<file path="config.mk">
export PLATFORM = sky130hd
export DESIGN_NAME = chash_ram
export DESIGN_NICKNAME = d
export VERILOG_FILES = /design/src/chash_ram.sv
export SDC_FILE = /design/constraint.sdc
export NUM_CORES = 1
export LEC_CHECK = 0
export ABC_AREA = 1
export BUFFER_PORTS_ARGS = -buffer_cell sky130_fd_sc_hd__buf_4
export CAP_MARGIN = 10
export CORE_MARGIN = 2
export CORE_UTILIZATION = 45
export CTS_CLUSTER_SIZE = 16
export DETAILED_ROUTE_END_ITERATION = 8
export PLACE_DENSITY = 0.61
export SLEW_MARGIN = 20
export SYNTH_ARGS = -nofsm -noshare
export SYNTH_HDL_FRONTEND = slang
export SYNTH_SLANG_ARGS = --single-unit
</file>
<file path="constraint.sdc">
create_clock -name clk -period 3.4 [get_ports clk]
set_clock_uncertainty 0.1 [all_clocks]
set_input_delay 0.34 -clock clk [delete_from_list [all_inputs] [get_ports clk]]
set_output_delay 0.34 -clock clk [all_outputs]
set_load 0.01 [all_outputs]
</file>
<file path="src/chash_ram.sv">
// Simple dual-port synchronous RAM, one write and one registered read port.
// Used for the bucket head slots and the overflow node pool. No dependencies.
module chash_ram #(
  parameter int WIDTH = 8,
  parameter int DEPTH = 64
) (
  input  logic                                  clk,
  input  logic                                  we,
  input  logic [(DEPTH > 1 ? $clog2(DEPTH) : 1)-1:0] waddr,
  input  logic [WIDTH-1:0]                      wdata,
  input  logic [(DEPTH > 1 ? $clog2(DEPTH) : 1)-1:0] raddr,
  output logic [WIDTH-1:0]                      rdata
);

  logic [WIDTH-1:0] mem [DEPTH];

  always_ff @(posedge clk) begin
    if (we) begin
      mem[waddr] <= wdata;
    end
    rdata <= mem[raddr];
  end

endmodule

</file>
==> impl_metrics.tcl <==
set metrics [dict create \
    slew_headroom_pct 40.6 \
    drt_iter0_markers 1588 \
    worst_slew_pin_slew_ns 0.891 \
    yosys.cell_types.count 16 \
    cts_num_sinks 520 \
    vdd_drop_max_uv 394 \
    antenna_found_initial 1 \
    clk_pin_slew_ns 0.06 \
    violations "DRC" \
    die_y_um 222 \
    crit_chain "clkbuf_8 > inv_6 > buf_4 > nand2_1 > nand3_1 > nand3_1 > nand2_1 > nand2_1 > nand3_1 > nand3_1 > nand2_1" \
    synthDominantCellAreaShare_pct 72.0 \
    cts_tree "yes" \
    boundaryPins 30 \
    syn_to_final_growth_pct 12.7 \
    dp.cells 2419 \
    slowest_stage "buf_4" \
    wirelength_mm 54.2 \
    clk_path_buf_depth 3 \
    whs_ns 0.137 \
    cp-start-kind "primary input" \
    ys_warn_count 0 \
    grt_pass1_wl_mm 82.6 \
    viasPerCell 5.49 \
    io_buffers 29 \
    path_class "in2reg" \
    hpwlAfterDp_mm 30.6 \
    crit_fanout 47 \
    route.vias.total 13817 \
    drtPass1Iterations 7 \
    cellPowerDensity_mw_per_mm2 575 \
    cts_root_buf "clkbuf_16" \
    endpoint_kind "flip-flop" \
    finalWeightedCongestion 0.818 \
    ys_seq_elements 520 \
    synth.area.top_cells "edfxtp_1 72%, nand2_1 11%, nand3_1 10%" \
    drive_gt1_share_pct 10.5 \
    synth-seq-area-share_pct 72.8 \
    fp-row-count 79 \
    period_share_pct 56.2 \
    core_sq_mm 0.0467 \
    final_cells 2516 \
    synth_area_sq_mm 0.0213 \
    die_x_um 222 \
    numCtsBuffers 52 \
    slowest_delay_ns 0.43 \
    hold_class "in2reg" \
    wl_per_cell_um 21.5 \
    fin_crit_ns 1.91 \
    cap_violations 0 \
    syn_nets 1827 \
    route.detailed.drc 2 \
    fill_cells 4055 \
    postRouteAntennaNets 0 \
    track_usage_pct 22.2 \
    cts_resized 0 \
    start_util_pct 45.7 \
    grt_pass1_vias 13446 \
    final_common_cell "nand2_1" \
    layout_common_cells "648 x nand2_1, 512 x edfxtp_1, 439 x nand3_1" \
    grt_max_degree 135 \
    grt_overflow 0 \
    floorplan.die_area_sq_mm 0.0492 \
    critPathRequiredTime_ns 3.84 \
    cellLeakagePower_nw 8.77 \
    setup-violations-final 0 \
    nets 1889 \
    cts.htree.levels 2 \
    synth_top_area_cell "edfxtp_1" \
    avgSynthCellArea_sq_um 11.8 \
    slew_violations 0 \
    fmax_mhz 523 \
    outcome "finished with violations" \
    critPathArrivalTime_ns 2.35 \
    n_antenna_cell 0 \
    rsz0062_at_grt "no" \
    hold_viol 0 \
    postSynthCellCount 1805 \
    setup_tns_ns 0 \
    clk_latency_ns 0.60 \
]
critical path: cells and delay by family:
kind / cells / cell delay (ns)
buffers and inverters: 3 / 1.05
AND/OR/NAND/NOR: 8 / 0.91
per-layer routing:
layer / GRT usage, % / wire, um / vias up / part of all wire [%]
met5: 0 / 0 / - / 0
met4: 6.17 / 1330 / 0 / 2.4
met3: 3.82 / 3790 / 92 / 7.0
met2: 36.1 / 26000 / 497 / 48
met1: 31.1 / 23100 / 6755 / 43
li1: - / - / 6473 / -
through the flow:
step,worst slack [ns],cell area (sq um),util (%),power (mW)
finish,1.49,24100,51.6,13.8
global placement,0.918,22300,47.8,8.09
CTS,1.52,24100,51.6,13.9
global route,1.35,24100,51.6,14.2
detailed placement,0.889,22300,47.8,8.10
floorplan,1.19,21300,-,7.75
synth_stat cells:
cell type / count
nand3_1: 439
inv_2: 1
nand4_1: 9
buf_4: 14
buf_8: 2
buf_6: 35
inv_1: 10
nor2_1: 56
inv_6: 1
buf_2: 37
clkbuf_1: 15
dfxtp_1: 8
nand2_1: 648
buf_1: 10
edfxtp_1: 512
nor4_1: 8
sequential cells by signal (all words and copies together), names as in the netlist:
name,count
mem,512
rdata,8
kinds of logic (layout without fill, tap and decap cells):
logic type             after synthesis  in the layout  share of synthesized area (%)
AND/OR/NAND/NOR                   1160           1160                           23.2
buffers and inverters              125            229                           4.02
flip-flops                         520            520                           72.8
power breakdown:
group / internal (mW) / switching [mW] / total (mW)
clock: 3.50 / 2.38 / 5.88
sequential: 7.10 / 0.0323 / 7.13
combinational: 0.216 / 0.615 / 0.830
cell type report:
type | count | area, sq um | area share (%)
clock inverters | 27 | 320 | 1.33
repair buffers | 121 | 1000 | 4.18
flip-flops and latches | 520 | 15500 | 64.6
inverters | 12 | 52.6 | 0.218
multi-input cells | 1160 | 4950 | 20.6
clock buffers | 69 | 1440 | 5.98
well taps | 607 | 759 | 3.16
what timing repair did:
item	in CTS	in global routing
endpoints found under the setup margin	0	0
hold endpoints to repair	8	0
hold buffers	1	0
buffers inserted	0	0
path summary, 6_finish.rpt:
kind              startpoint  cells after the start  slack (ns)       end
setup / recovery    raddr[0]                     11        1.49  rdata[7]
setup reg to reg  mem[11][2]                      8        1.86  rdata[2]
hold reg to reg   mem[44][6]                      8        0.71  rdata[6]
hold / removal      raddr[4]                      4        0.14  rdata[1]
Note: power is estimated with default switching activity, not from simulation.
