$ cat src/chash_pkg.sv
// Shared definitions for the chained hash table.
// Holds request kinds, status codes and the free-map control and status records.
// No dependencies.
package chash_pkg;

  localparam logic [1:0] KIND_INSERT = 2'd0;
  localparam logic [1:0] KIND_LOOKUP = 2'd1;
  localparam logic [1:0] KIND_DELETE = 2'd2;
  localparam logic [1:0] KIND_NOP    = 2'd3;

  localparam logic [1:0] ST_OK      = 2'd0;
  localparam logic [1:0] ST_MISSING = 2'd1;
  localparam logic [1:0] ST_FULL    = 2'd2;
  localparam logic [1:0] ST_ZERO    = 2'd3;

  typedef struct packed {
    logic search;
    logic take;
    logic give;
  } fm_ctl_t;

  typedef struct packed {
    logic done;
    logic found;
  } fm_stat_t;

endpackage

$ cat src/chash_free_map.sv
// Free map of the overflow node pool with a word-serial lowest-free search.
// Depends on chash_pkg for the control and status records.
module chash_free_map #(
  parameter int POOL_NODES = 64
) (
  input  logic                                        clk,
  input  logic                                        rst,
  input  chash_pkg::fm_ctl_t                          ctl,
  input  logic [(POOL_NODES > 1 ? $clog2(POOL_NODES) : 1)-1:0] take_idx,
  input  logic [(POOL_NODES > 1 ? $clog2(POOL_NODES) : 1)-1:0] give_idx,
  output chash_pkg::fm_stat_t                         stat,
  output logic [(POOL_NODES > 1 ? $clog2(POOL_NODES) : 1)-1:0] found_idx
);
  import chash_pkg::*;

  localparam int NIDX_W = POOL_NODES > 1 ? $clog2(POOL_NODES) : 1;
  localparam int WORDS  = (POOL_NODES + 31) / 32;
  localparam int WD_W   = WORDS > 1 ? $clog2(WORDS) : 1;

  logic [POOL_NODES-1:0] free;
  logic [WORDS*32-1:0]   free_pad;
  logic [WD_W-1:0]       wd;
  logic                  searching;
  logic [31:0]           word;
  logic [4:0]            enc;

  always_comb begin
    free_pad = '0;
    free_pad[POOL_NODES-1:0] = free;
    word = free_pad[wd*32 +: 32];
    enc = '0;
    for (int i = 31; i >= 0; i--) begin
      if (word[i]) begin
        enc = 5'(i);
      end
    end
  end

  always_ff @(posedge clk) begin
    if (rst) begin
      free      <= '1;
      wd        <= '0;
      searching <= 1'b0;
      stat      <= '0;
      found_idx <= '0;
    end else begin
      if (ctl.take) begin
        free[take_idx] <= 1'b0;
      end
      if (ctl.give) begin
        free[give_idx] <= 1'b1;
      end
      if (ctl.search) begin
        searching <= 1'b1;
        wd        <= '0;
        stat.done <= 1'b0;
      end else if (searching) begin
        if (word != '0) begin
          searching  <= 1'b0;
          stat.done  <= 1'b1;
          stat.found <= 1'b1;
          found_idx  <= NIDX_W'({wd, enc});
        end else if (wd == WD_W'(WORDS - 1)) begin
          searching  <= 1'b0;
          stat.done  <= 1'b1;
          stat.found <= 1'b0;
        end else begin
          wd        <= wd + 1'b1;
          stat.done <= 1'b0;
        end
      end else begin
        stat.done <= 1'b0;
      end
    end
  end

endmodule

$ cat config.mk
export PLATFORM = sky130hd
export DESIGN_NAME = chash_free_map
export DESIGN_NICKNAME = d
export VERILOG_FILES = /design/src/chash_pkg.sv /design/src/chash_free_map.sv
export SDC_FILE = /design/constraint.sdc
export NUM_CORES = 1
export LEC_CHECK = 0
export BUFFER_PORTS_ARGS = -buffer_cell sky130_fd_sc_hd__buf_4
export CORE_ASPECT_RATIO = 1.75
export CORE_UTILIZATION = 49
export CTS_CLUSTER_DIAMETER = 30
export CTS_CLUSTER_SIZE = 40
export DETAILED_ROUTE_END_ITERATION = 8
export GPL_ROUTABILITY_DRIVEN = 0
export PLACE_DENSITY = 0.74
export SLEW_MARGIN = 30
export SYNTH_ARGS = -nofsm -noshare
export SYNTH_HDL_FRONTEND = slang
export SYNTH_SLANG_ARGS = --single-unit
$ cat constraint.sdc
create_clock -name clk -period 2.6 [get_ports clk]
set_clock_uncertainty 0.05 [all_clocks]
set_input_delay 0.13 -clock clk [delete_from_list [all_inputs] [get_ports clk]]
set_output_delay 0.13 -clock clk [all_outputs]
set_load 0.03 [all_outputs]
==> impl_metrics.json <==
{
  "ys.flop_type": "dfxtp_1",
  "gr-total-overflow": 0,
  "rsz0062_at_grt": "no",
  "synth_top_cell_by_area": "dfxtp_1",
  "cp.depth": 7,
  "slew_headroom": 0.365,
  "ff_latch_area_mm2": 0.00149,
  "multiInputGateArea_mm2": 0.00217,
  "wl_met2_mm": 5.85,
  "synth_compound_area_frac": 0.278,
  "route.met3.wl_um": 819,
  "path_common_cell": "a21oi_2",
  "ys_seq_area_frac": 0.390,
  "grt_pass1_vias": 3735,
  "dr.pass1.iters": 5,
  "ios": 25,
  "rows": 42,
  "hold_depth": 3,
  "drt-met1-wl_mm": 4.26,
  "avgSynthCellArea_um2": 7.63,
  "die_h_um": 119,
  "grt_pass1_wl_mm": 18.8,
  "cts-root-buf": "clkbuf_16",
  "tightest_slew_ps": 948,
  "grt_max_degree": 38,
  "slowest_stage": "dfxtp_4",
  "synth_fp_nets": 515,
  "syn_area_mm2": 0.00380,
  "critPathTopFamily": "simple AND/OR/NAND/NOR gates",
  "critPathMaxFanout": 27,
  "tns_ps": 0,
  "synth_top_area_frac": 0.390,
  "final_nets": 539,
  "vdd_ir_drop_max_mv": 0.419,
  "setup_viol": 0,
  "grt_usage": 0.322,
  "yosysWarnings": 0,
  "hp-class": "primary input to flip-flop",
  "start_kind": "flip-flop",
  "synth-simple-area-share": 0.276,
  "clkLatencyLatePin_ps": 340,
  "detail-route-antenna-nets": 0,
  "final.min_clock_period_ps": 2310,
  "via_per_inst": 6.37,
  "first_iter_violations": 355,
  "cap_violations": 0,
  "fill_cells": 704,
  "synth_area_leaders": "dfxtp_1 39%, a21oi_1 9.2%, o21ai_0 9.1%, nand2_1 7.7%, nor3_1 2.9%",
  "drive_above_1_share": 0.135,
  "netlist_top_cells_count": "78 x nand2_1, 74 x dfxtp_1, 70 x a21oi_1, 69 x o21ai_0, 28 x nor2_1",
  "dp.final_hpwl_mm": 8.56,
  "synthAdderAreaFrac": 0,
  "reg2reg_depth": 7,
  "initial_utilization": 0.506,
  "async_flop_share": 0,
  "dieWidth_um": 68.6,
  "post_cts_buffers": 0,
  "remaining_drc_errors": 0,
  "cp_data_required_time_ps": 2770,
  "synth_top_family_by_area": "compound AO/OA/AOI/OAI gates",
  "synthMuxAreaShare": 0.0165,
  "hold_viol": 0,
  "synth-seq-cells": 74,
  "place_inst": 598,
  "synth-xor-area-share": 0,
  "numCtsBuffers": 9,
  "coreArea_mm2": 0.00751,
  "period_share": 0.888,
  "cts_tree": "done",
  "io_buffers": 24,
  "syn_to_final_growth_pct": 13.9,
  "antenna_found_initial": 0,
  "synth_edf_count": 0,
  "clk_pin_slew_ps": 60,
  "finalNonFillerCells": 613,
  "final_max_slew_viol_count": 0,
  "antennaDiodeCount": 0,
  "clockBufferDepth": 2,
  "synth_most_common_cell": "nand2_1",
  "critPathKind": "flip-flop to flip-flop",
  "fmax_mhz": 433,
  "powerDensity_mw_per_mm2": 564,
  "wl_per_cell_um": 19.3,
  "highest_layer": "met4",
  "num_vias": 3907,
  "critPathBufInv": 1,
  "clock_sinks": 74,
  "outcome": "finished clean",
  "syn_inst": 498,
  "power_leakage_nw": 1.57,
  "hold_ws_ps": 52.2,
  "path_cells": "buf_4 > or3b_1 > o2bb2ai_1 > nor4_2 > a21oi_2 > o2111ai_1 > a21oi_2",
  "h-tree-depth": 3,
  "arrival_ps": 2480,
  "endpoint_kind": "flip-flop",
  "crit_path_max_incr_delay_ps": 510,
  "dieArea_mm2": 0.00813,
  "synth.distinct_cells": 55,
  "wl_mm": 11.8
}
metrics by stage:
| stage | setup slack (ps) | total power [mW] | cell area (µm²) | utilization |
|---|---|---|---|---|
| after floorplan | 766 | 1.28 | 3800 | - |
| after global placement | 292 | 1.35 | 4060 | 0.540 |
| after detailed placement | 197 | 1.35 | 4060 | 0.540 |
| after CTS | 175 | 2.44 | 4320 | 0.575 |
| after global routing | 87.3 | 2.50 | 4330 | 0.576 |
| final | 291 | 2.44 | 4330 | 0.576 |
cell usage in the layout, fill, tap and decap left out, types with 6 or more instances in the layout:
cell type  instances
clkbuf_16          9
a21oi_1           70
nor2_1            28
or2_2              6
nand2_1           78
nor2b_1           10
nor3_1            22
a31oi_1            6
dfxtp_1           73
nand3_1            8
nor3b_1           11
inv_1             12
o21ai_0           69
buf_4             33
what timing repair did:
item / in CTS / in global routing
setup endpoints to repair: 0 / 7
endpoints found under the hold margin: 2 / 0
hold buffers: 1 / 0
resized for setup: 0 / 1
registers in the layout, indices dropped and copies added, names as in the netlist:
register	cells
stat	2
free	64
found_idx	6
searching	1
wd	1
worst paths after layout:
path	startpoint	end	slack [ps]
setup reg to reg	wd	found_idx[1]	290
hold reg to reg	free[30]	free[30]	420
hold / removal	give_idx[2]	free[61]	50
setup / recovery	wd	found_idx[1]	290
cell type report:
class                           instances  area share
Multi-Input combinational cell        390       0.502
Clock buffer                           14      0.0587
Tap cell                               88      0.0254
Sequential cell                        74       0.343
Inverter                               13      0.0113
Timing Repair Buffer                   34      0.0595
cell families (layout without fill, tap and decap cells):
group,after synthesis,count (layout)
and+or+nand+nor,201,201
AOI/OAI and AO/OA,183,183
DFF,74,74
buffers and inverters,34,61
muxes,6,6
worst reg2reg max path, stage by stage, from the launching register on:
cell and delay, ps:
dfxtp_4 510, buf_4 270, or3b_1 390, o2bb2ai_1 170, nor4_2 340, a21oi_2 210
o2111ai_1 170, a21oi_2 80
power breakdown:
| group | internal [mW] | total [mW] | switching, mW | leakage [nW] |
|---|---|---|---|---|
| clock | 0.662 | 1.11 | 0.449 | 0.123 |
| sequential | 1.14 | 1.15 | 0.00889 | 0.601 |
| combinational | 0.0568 | 0.178 | 0.121 | 0.850 |
metal layers:
layer  global-route usage  vias to the layer above
met2                0.514                      191
li1                     -                     1843
met3               0.0666                       56
met4                0.241                        0
met5                    0                        -
met1                0.356                     1817
Power figures use the tool's default switching activity.
